<file path="config.mk">
export PLATFORM = sky130hd
export DESIGN_NAME = riff_chunk_seeker
export DESIGN_NICKNAME = d
export VERILOG_FILES = /design/src/hdl/rcs_pkg.sv /design/src/hdl/riff_chunk_seeker.sv
export SDC_FILE = /design/constraint.sdc
export NUM_CORES = 1
export LEC_CHECK = 0
export BUFFER_PORTS_ARGS = -buffer_cell sky130_fd_sc_hd__clkbuf_2
export CAP_MARGIN = 20
export CORE_ASPECT_RATIO = 0.7
export CORE_MARGIN = 3
export CORE_UTILIZATION = 45
export CTS_CLUSTER_SIZE = 20
export DETAILED_ROUTE_END_ITERATION = 6
export PLACE_DENSITY = 0.76
export SLEW_MARGIN = 10
export SYNTH_ARGS = -nofsm -noshare
export SYNTH_HDL_FRONTEND = slang
export SYNTH_SLANG_ARGS = --single-unit
</file>
<file path="constraint.sdc">
create_clock -name clk -period 5.1 [get_ports clk]
set_input_delay 1.02 -clock clk [delete_from_list [all_inputs] [get_ports clk]]
set_output_delay 1.02 -clock clk [all_outputs]
set_load 0.01 [all_outputs]
</file>
<file path="src/hdl/rcs_pkg.sv">
`default_nettype none
// ----------------------------------------------------------------------------
// rcs_pkg
// Shared types and constants for the RIFF/WAVE chunk seeker.
// ----------------------------------------------------------------------------
package rcs_pkg;

    // four-character tags, big-endian packed
    localparam logic [31:0] TAG_RIFF = 32'h5249_4646;
    localparam logic [31:0] TAG_WAVE = 32'h5741_5645;
    localparam logic [31:0] TAG_FMT  = 32'h666D_7420;

    // result status codes
    localparam logic [2:0] ST_SEARCHING = 3'd0;
    localparam logic [2:0] ST_FOUND     = 3'd1;
    localparam logic [2:0] ST_BAD_RIFF  = 3'd2;
    localparam logic [2:0] ST_BAD_WAVE  = 3'd3;
    localparam logic [2:0] ST_TRUNCATED = 3'd4;

    // register map (word index)
    localparam logic REG_TARGET_ID = 1'b0;

    localparam logic [31:0] OFFSET_MAX = 32'hFFFF_FFFF;

    // parser phase, one-hot
    typedef enum logic [6:0] {
        PH_RIFF_TAG   = 7'b000_0001,
        PH_RIFF_SIZE  = 7'b000_0010,
        PH_WAVE_TAG   = 7'b000_0100,
        PH_CHUNK_ID   = 7'b000_1000,
        PH_CHUNK_SIZE = 7'b001_0000,
        PH_SKIP       = 7'b010_0000,
        PH_DONE       = 7'b100_0000
    } phase_t;

endpackage : rcs_pkg
`default_nettype wire

</file>
<file path="src/hdl/riff_chunk_seeker.sv">
`default_nettype none
// ----------------------------------------------------------------------------
// riff_chunk_seeker
// Walks a WAV byte stream, checks the RIFF/WAVE header, skips chunk bodies
// (plus the pad byte of odd sizes) and stops at the chunk whose id matches
// the target register. One result beat per input beat.
// ----------------------------------------------------------------------------
//  channel  | direction | handshake            | payload
//  ---------+-----------+----------------------+------------------------------
//  in       | sink      | in_valid / in_ready  | data_byte, first_byte,
//           |           |                      | end_of_data
//  out      | source    | out_valid / out_ready| status, bad_fourcc, riff_size,
//           |           |                      | chunk_offset
//  cfg      | APB slave | psel/penable/pready  | target_chunk_id at 0x0
//
//  One beat per cycle unless out stalls: parser state and the result register
//  both load when a beat is accepted; the result appears in the cycle after.
//  A new beat is taken while the result register is empty or being drained.
//  Stalls on out hold the result and lower in_ready.
//  Reset (rst_n low, asynchronous) clears the parser and sets the target
//  id to 'fmt '.
// ----------------------------------------------------------------------------
module riff_chunk_seeker
    import rcs_pkg::*;
(
    input  wire logic        clk,
    input  wire logic        rst_n,

    // input stream
    input  wire logic        in_valid,
    output logic             in_ready,
    input  wire logic [7:0]  data_byte,
    input  wire logic        first_byte,
    input  wire logic        end_of_data,

    // result stream
    output logic             out_valid,
    input  wire logic        out_ready,
    output logic [2:0]       status,
    output logic [31:0]      bad_fourcc,
    output logic [31:0]      riff_size,
    output logic [31:0]      chunk_offset,

    // configuration
    input  wire logic        psel,
    input  wire logic        penable,
    input  wire logic        pwrite,
    input  wire logic [2:0]  paddr,
    input  wire logic [31:0] pwdata,
    output logic [31:0]      prdata,
    output logic             pready
);

    // parser state
    phase_t      phase_reg,          phase_next;
    logic [1:0]  byte_in_field_reg,  byte_in_field_next;
    logic [31:0] id_shift_reg,       id_shift_next;
    logic [31:0] size_accum_reg,     size_accum_next;
    logic [32:0] skip_remaining_reg, skip_remaining_next;
    logic [31:0] byte_offset_reg,    byte_offset_next;
    logic [31:0] master_size_reg,    master_size_next;
    logic [2:0]  final_status_reg,   final_status_next;
    logic [31:0] error_id_reg,       error_id_next;
    logic [31:0] found_offset_reg,   found_offset_next;

    logic [31:0] target_id_reg;

    // result register
    logic        out_valid_reg;
    logic [2:0]  status_reg;
    logic [31:0] bad_fourcc_reg;
    logic [31:0] riff_size_reg;
    logic [31:0] chunk_offset_reg;

    // state after an optional restart, before the byte is taken
    phase_t      cur_phase;
    logic [1:0]  cur_lane;
    logic [31:0] cur_id;
    logic [31:0] cur_size;
    logic [32:0] cur_skip;
    logic [31:0] cur_offset;
    logic [31:0] cur_master;
    logic [2:0]  cur_status;
    logic [31:0] cur_error;
    logic [31:0] cur_found;

    logic [31:0] id_shifted;
    logic [31:0] size_merged;
    logic [32:0] skip_dec;
    logic        last_byte;
    logic        in_beat;
    logic        cfg_write;

    // ------------------------------------------------------------------
    // handshakes
    // ------------------------------------------------------------------
    assign in_ready  = !out_valid_reg || out_ready;
    assign in_beat   = in_valid && in_ready;
    assign out_valid = out_valid_reg;
    assign pready    = 1'b1;
    assign cfg_write = psel && penable && pwrite;

    assign status       = status_reg;
    assign bad_fourcc   = bad_fourcc_reg;
    assign riff_size    = riff_size_reg;
    assign chunk_offset = chunk_offset_reg;

    // register read
    always_comb
    begin
        prdata = '0;
        if (paddr[2] == REG_TARGET_ID)
        begin
            prdata = target_id_reg;
        end
    end

    // ------------------------------------------------------------------
    // restart clears everything but the target
    // ------------------------------------------------------------------
    always_comb
    begin
        if (first_byte)
        begin
            cur_phase  = PH_RIFF_TAG;
            cur_lane   = '0;
            cur_id     = '0;
            cur_size   = '0;
            cur_skip   = '0;
            cur_offset = '0;
            cur_master = '0;
            cur_status = ST_SEARCHING;
            cur_error  = '0;
            cur_found  = '0;
        end
        else
        begin
            cur_phase  = phase_reg;
            cur_lane   = byte_in_field_reg;
            cur_id     = id_shift_reg;
            cur_size   = size_accum_reg;
            cur_skip   = skip_remaining_reg;
            cur_offset = byte_offset_reg;
            cur_master = master_size_reg;
            cur_status = final_status_reg;
            cur_error  = error_id_reg;
            cur_found  = found_offset_reg;
        end
    end

    // field helpers
    assign last_byte   = (cur_lane == 2'd3);
    assign id_shifted  = {cur_id[23:0], data_byte};
    assign size_merged = cur_size | ({24'd0, data_byte} << {cur_lane, 3'b000});
    assign skip_dec    = (cur_skip != '0) ? (cur_skip - 33'd1) : cur_skip;

    // ------------------------------------------------------------------
    // per-byte parser step
    // ------------------------------------------------------------------
    always_comb
    begin
        phase_next          = cur_phase;
        byte_in_field_next  = cur_lane;
        id_shift_next       = cur_id;
        size_accum_next     = cur_size;
        skip_remaining_next = cur_skip;
        byte_offset_next    = cur_offset;
        master_size_next    = cur_master;
        final_status_next   = cur_status;
        error_id_next       = cur_error;
        found_offset_next   = cur_found;

        if (end_of_data)
        begin
            if (cur_status == ST_SEARCHING)
            begin
                final_status_next = ST_TRUNCATED;
                phase_next        = PH_DONE;
            end
        end
        else if (cur_status == ST_SEARCHING)
        begin
            case (cur_phase)
                PH_RIFF_TAG, PH_WAVE_TAG, PH_CHUNK_ID:
                begin
                    if (cur_phase == PH_CHUNK_ID && cur_lane == 2'd0)
                    begin
                        found_offset_next = cur_offset;
                    end
                    id_shift_next      = id_shifted;
                    byte_in_field_next = cur_lane + 2'd1;
                    if (last_byte)
                    begin
                        if (cur_phase == PH_RIFF_TAG)
                        begin
                            if (id_shifted != TAG_RIFF)
                            begin
                                final_status_next = ST_BAD_RIFF;
                                error_id_next     = id_shifted;
                                phase_next        = PH_DONE;
                            end
                            else
                            begin
                                phase_next      = PH_RIFF_SIZE;
                                size_accum_next = '0;
                            end
                        end
                        else if (cur_phase == PH_WAVE_TAG)
                        begin
                            if (id_shifted != TAG_WAVE)
                            begin
                                final_status_next = ST_BAD_WAVE;
                                error_id_next     = id_shifted;
                                phase_next        = PH_DONE;
                            end
                            else
                            begin
                                phase_next = PH_CHUNK_ID;
                            end
                        end
                        else if (id_shifted == target_id_reg)
                        begin
                            final_status_next = ST_FOUND;
                            phase_next        = PH_DONE;
                        end
                        else
                        begin
                            phase_next      = PH_CHUNK_SIZE;
                            size_accum_next = '0;
                        end
                    end
                end
                PH_RIFF_SIZE, PH_CHUNK_SIZE:
                begin
                    size_accum_next    = size_merged;
                    byte_in_field_next = cur_lane + 2'd1;
                    if (last_byte)
                    begin
                        if (cur_phase == PH_RIFF_SIZE)
                        begin
                            master_size_next = size_merged;
                            phase_next       = PH_WAVE_TAG;
                        end
                        else
                        begin
                            // body length plus pad byte on odd sizes
                            skip_remaining_next = {1'b0, size_merged}
                                                + {32'd0, size_merged[0]};
                            phase_next = (size_merged == '0) ? PH_CHUNK_ID : PH_SKIP;
                        end
                    end
                end
                PH_SKIP:
                begin
                    skip_remaining_next = skip_dec;
                    if (skip_dec == '0)
                    begin
                        phase_next = PH_CHUNK_ID;
                    end
                end
                default:
                begin
                end
            endcase

            // saturating file offset
            if (cur_offset != OFFSET_MAX)
            begin
                byte_offset_next = cur_offset + 32'd1;
            end
        end
    end

    // ------------------------------------------------------------------
    // state, result and config registers
    // ------------------------------------------------------------------
    always_ff @(posedge clk or negedge rst_n)
    begin
        if (!rst_n)
        begin
            phase_reg          <= PH_RIFF_TAG;
            byte_in_field_reg  <= '0;
            id_shift_reg       <= '0;
            size_accum_reg     <= '0;
            skip_remaining_reg <= '0;
            byte_offset_reg    <= '0;
            master_size_reg    <= '0;
            final_status_reg   <= ST_SEARCHING;
            error_id_reg       <= '0;
            found_offset_reg   <= '0;
            target_id_reg      <= TAG_FMT;
            out_valid_reg      <= 1'b0;
        end
        else
        begin
            if (cfg_write && paddr[2] == REG_TARGET_ID)
            begin
                target_id_reg <= pwdata;
            end

            if (in_beat)
            begin
                phase_reg          <= phase_next;
                byte_in_field_reg  <= byte_in_field_next;
                id_shift_reg       <= id_shift_next;
                size_accum_reg     <= size_accum_next;
                skip_remaining_reg <= skip_remaining_next;
                byte_offset_reg    <= byte_offset_next;
                master_size_reg    <= master_size_next;
                final_status_reg   <= final_status_next;
                error_id_reg       <= error_id_next;
                found_offset_reg   <= found_offset_next;
                out_valid_reg      <= 1'b1;
            end
            else if (out_ready)
            begin
                out_valid_reg <= 1'b0;
            end
        end
    end

    // result payload
    always_ff @(posedge clk)
    begin
        if (in_beat)
        begin
            status_reg     <= final_status_next;
            bad_fourcc_reg <= (final_status_next == ST_BAD_RIFF ||
                               final_status_next == ST_BAD_WAVE) ? error_id_next : '0;
            riff_size_reg  <= master_size_next;
            chunk_offset_reg <= (final_status_next == ST_FOUND) ? found_offset_next : '0;
        end
    end

endmodule : riff_chunk_seeker
`default_nettype wire

</file>
==> flow_summary.yaml <==
sta:
  setup_viol: 0
  finalHoldViolations: 0
  setup_tns_ns: 0
  holdWs_ns: 0.480
  rsz0062_at_grt: "false"
  fin_ws_ns: 1.41
  clock_skew_ns: 0.0364
  period_minus_slack_ns: 3.69
  tightest_slew_ns: 1.02
  period_share_pct: 72.4
  fmaxAchievable_mhz: 271
  report.final.slew_viol_count: 0
  relSlewSlack_pct: 31.9
routing:
  drt_first_pass_iters: 7
  drtIter0Drc: 2105
  dr_total_vias: 16700
  drtAntennaViolNets: 0
  wl_um: 56700
  drc: 1
  vias_per_cell: 6.22
  routedWlPerCell_um: 21.1
floorplan:
  num_rows: 62
  top_level_ports: 186
  die_area_sq_um: 44800
  die_w_um: 252
  initial_core_util_pct: 46.0
  core-area_sq_um: 41300
  chipHeight_um: 178
global_routing:
  grt_pass1_vias: 15800
  antenna_found_initial: 0
  grt_pass1_wl_um: 89100
  grt-ovfl-total: 0
  grt_max_degree: 123
  grt.total_usage_pct: 24.9
worst_setup_path:
  cp.arrival_ns: 4.16
  end_kind: "flop"
  crit_fanout: 68
  required_ns: 5.57
  cp_slowest_stage_delay_ns: 0.72
  cpLargestDelayFamily: "compound AO/OA/AOI/OAI gates"
  worstSetupPathType: "primary input to flop"
  path_depth: 11
  path_buf_inv: 3
  setup.worst_path.start_class: "primary input"
  slowest_stage: "a21o_1"
  reg2reg_depth: 8
  crit_path_cell_trace: "clkbuf_2 -> nand2b_1 -> nand2_4 -> inv_6 -> nand2_1 -> buf_4 -> nor2_1 -> a21o_1 -> o21a_1 -> a31oi_1 -> o21ai_0"
power:
  internal-power_mw: 5.28
  clkPwrFrac_pct: 36.9
  pwr-share-seq_pct: 47.9
  power.density_nw_per_um2: 348
  switching_share_pct: 30.0
  p_sw_mw: 2.26
  peakVddDrop_v: 0.000257
  leakage_nw: 8.74
  p_comb_share_pct: 15.2
flow_run:
  maxCapViolations: 0
clocking:
  cts_resized: 0
  postCtsSetupRepairBufs: 0
  clk_latency_ns: 0.56
  cts.clk_slew.worst_paths_ns: 0.06
  cts.sinks: 361
  cts_root_buf: "clkbuf_16"
  numCtsBuffers: 38
  ctsHoldBuffers: 0
  htree_num_levels: 2
  cts_tree: "yes"
  cts_max_path_buffers: 3
logic_synthesis:
  synthFlopType: "dfrtp_1"
  syn_area_per_cell_sq_um: 9.53
  synth_nets: 2053
  synth_top_area_share_pct: 32.5
  syn_area_sq_um: 19000
  synthDistinctLibCells: 85
  ys_seq_area_share_pct: 50.2
  yosys-top-cells-area: "dfrtp_1 (33%), edfxtp_1 (16%), nand2_1 (5.8%), o21ai_0 (4.7%), mux2_2 (3.4%)"
  synth-async-reset-ratio_pct: 72.6
  synth_cells: 1996
  synth_edf_count: 99
  synth_warnings: 0
  ys_seq_elements: 361
  synth_top_cell_by_area: "dfrtp_1"
finish:
  layout-drive-gt1-share_pct: 18.1
  multi_input_area_sq_um: 8760
  n_antenna_cell: 0
  area_growth_pct: 13.9
  final_cell_mix: "nand2_1 (295), dfrtp_1 (247), clkbuf_2 (180)"
  n_fill_cell: 3647
  ff_latch_area_sq_um: 9550
  nNetsFinal: 2172
  largest_reg_flops: 33
  layout_commonest_cell: "nand2_1"
status:
  violations: "DRC"
  status: "finished with violations"
min_path:
  min_path_type: "flop to flop"
  hold_depth: 2
place:
  place_hpwl_um: 37900
  routabilityCongestion: 0.935
  port_buffers: 182
  pre_cts_ws_ns: 0.841
power by group through the flow:
stage	clock network, mW	registers [mW]	logic [mW]
2_1_floorplan	0	3.44	0.872
3_3_place_gp	0	3.63	1.09
3_5_place_dp	0	3.65	1.13
4_1_cts	2.82	3.59	1.14
5_1_grt	2.93	3.65	1.27
6_report	2.78	3.61	1.15
cells by family (layout without fill, tap and decap cells):
logic type / count (synthesis) / after routing / share of synthesized area (%)
adder cells (fa/ha/maj): 5 / 5 / 0.329
flip-flops: 361 / 361 / 50.2
AND/OR/NAND/NOR: 741 / 741 / 19.0
other: 1 / 1 / 0.0197
multiplexers: 61 / 61 / 3.61
buffers and inverters: 182 / 330 / 3.82
XOR/XNOR: 80 / 80 / 3.69
AO/OA/AOI/OAI: 565 / 565 / 19.3
metal layers:
layer	global-route usage [%]	routed length, um
met1	36.4	24900
met3	5.49	5550
met2	37.6	25100
met4	6.88	1160
met5	0	0
per-stage QoR:
step	util, %	area [sq um]	std cells	total power, mW
after global placement	49.4	20400	2619	4.71
after detailed placement	49.4	20400	2619	4.78
after floorplan	-	19000	1996	4.31
final	52.4	21700	2688	7.54
after global routing	52.4	21700	2688	7.85
after CTS	52.4	21700	2688	7.55
path summary, 6_finish.rpt:
kind | startpoint | endpoint | slack (ns)
max | out_ready | skip_remaining_reg[19] | 1.41
min | error_id_reg[8] | error_id_reg[8] | 0.48
max reg2reg | byte_in_field_reg[1] | skip_remaining_reg[25] | 1.44
min reg2reg | error_id_reg[8] | error_id_reg[8] | 0.48
max in group asynchronous | rst_n | target_id_reg[5] | 3.45
min in group asynchronous | rst_n | master_size_reg[17] | 0.57
Yosys cell counts, types with 8 or more instances:
cell type	instances
nor4_1	19
nand4_1	32
a21oi_1	93
a22o_1	44
clkbuf_1	118
a21o_1	11
nand2_1	296
inv_1	34
nor2b_1	37
xor2_1	28
nand3b_1	8
a31oi_1	30
nor2_1	153
dfrtp_1	247
o21ai_0	178
o22ai_1	13
and4_1	12
o211ai_1	8
and3b_1	9
edfxtp_1	99
nor3_1	27
a21boi_0	56
nand3_1	55
buf_2	19
mux2_2	57
nor4bb_1	15
dfstp_2	15
a22oi_1	45
o32ai_1	10
xnor2_1	52
and3_1	22
area by class of cell:
type | count | share of cell area [%]
clock buffer | 53 | 4.89
clock inverter | 16 | 0.797
inverter | 35 | 0.630
multi-input combinational | 1453 | 40.4
sequential | 361 | 44.1
tap | 544 | 3.14
timing repair buffer | 226 | 6.04
tightest hold or removal path, stage by stage (launching register included):
cell     delay, ns
dfrtp_1       0.34
nand2_1       0.04
o21ai_0       0.06
Note: power is estimated with default switching activity, not from simulation.
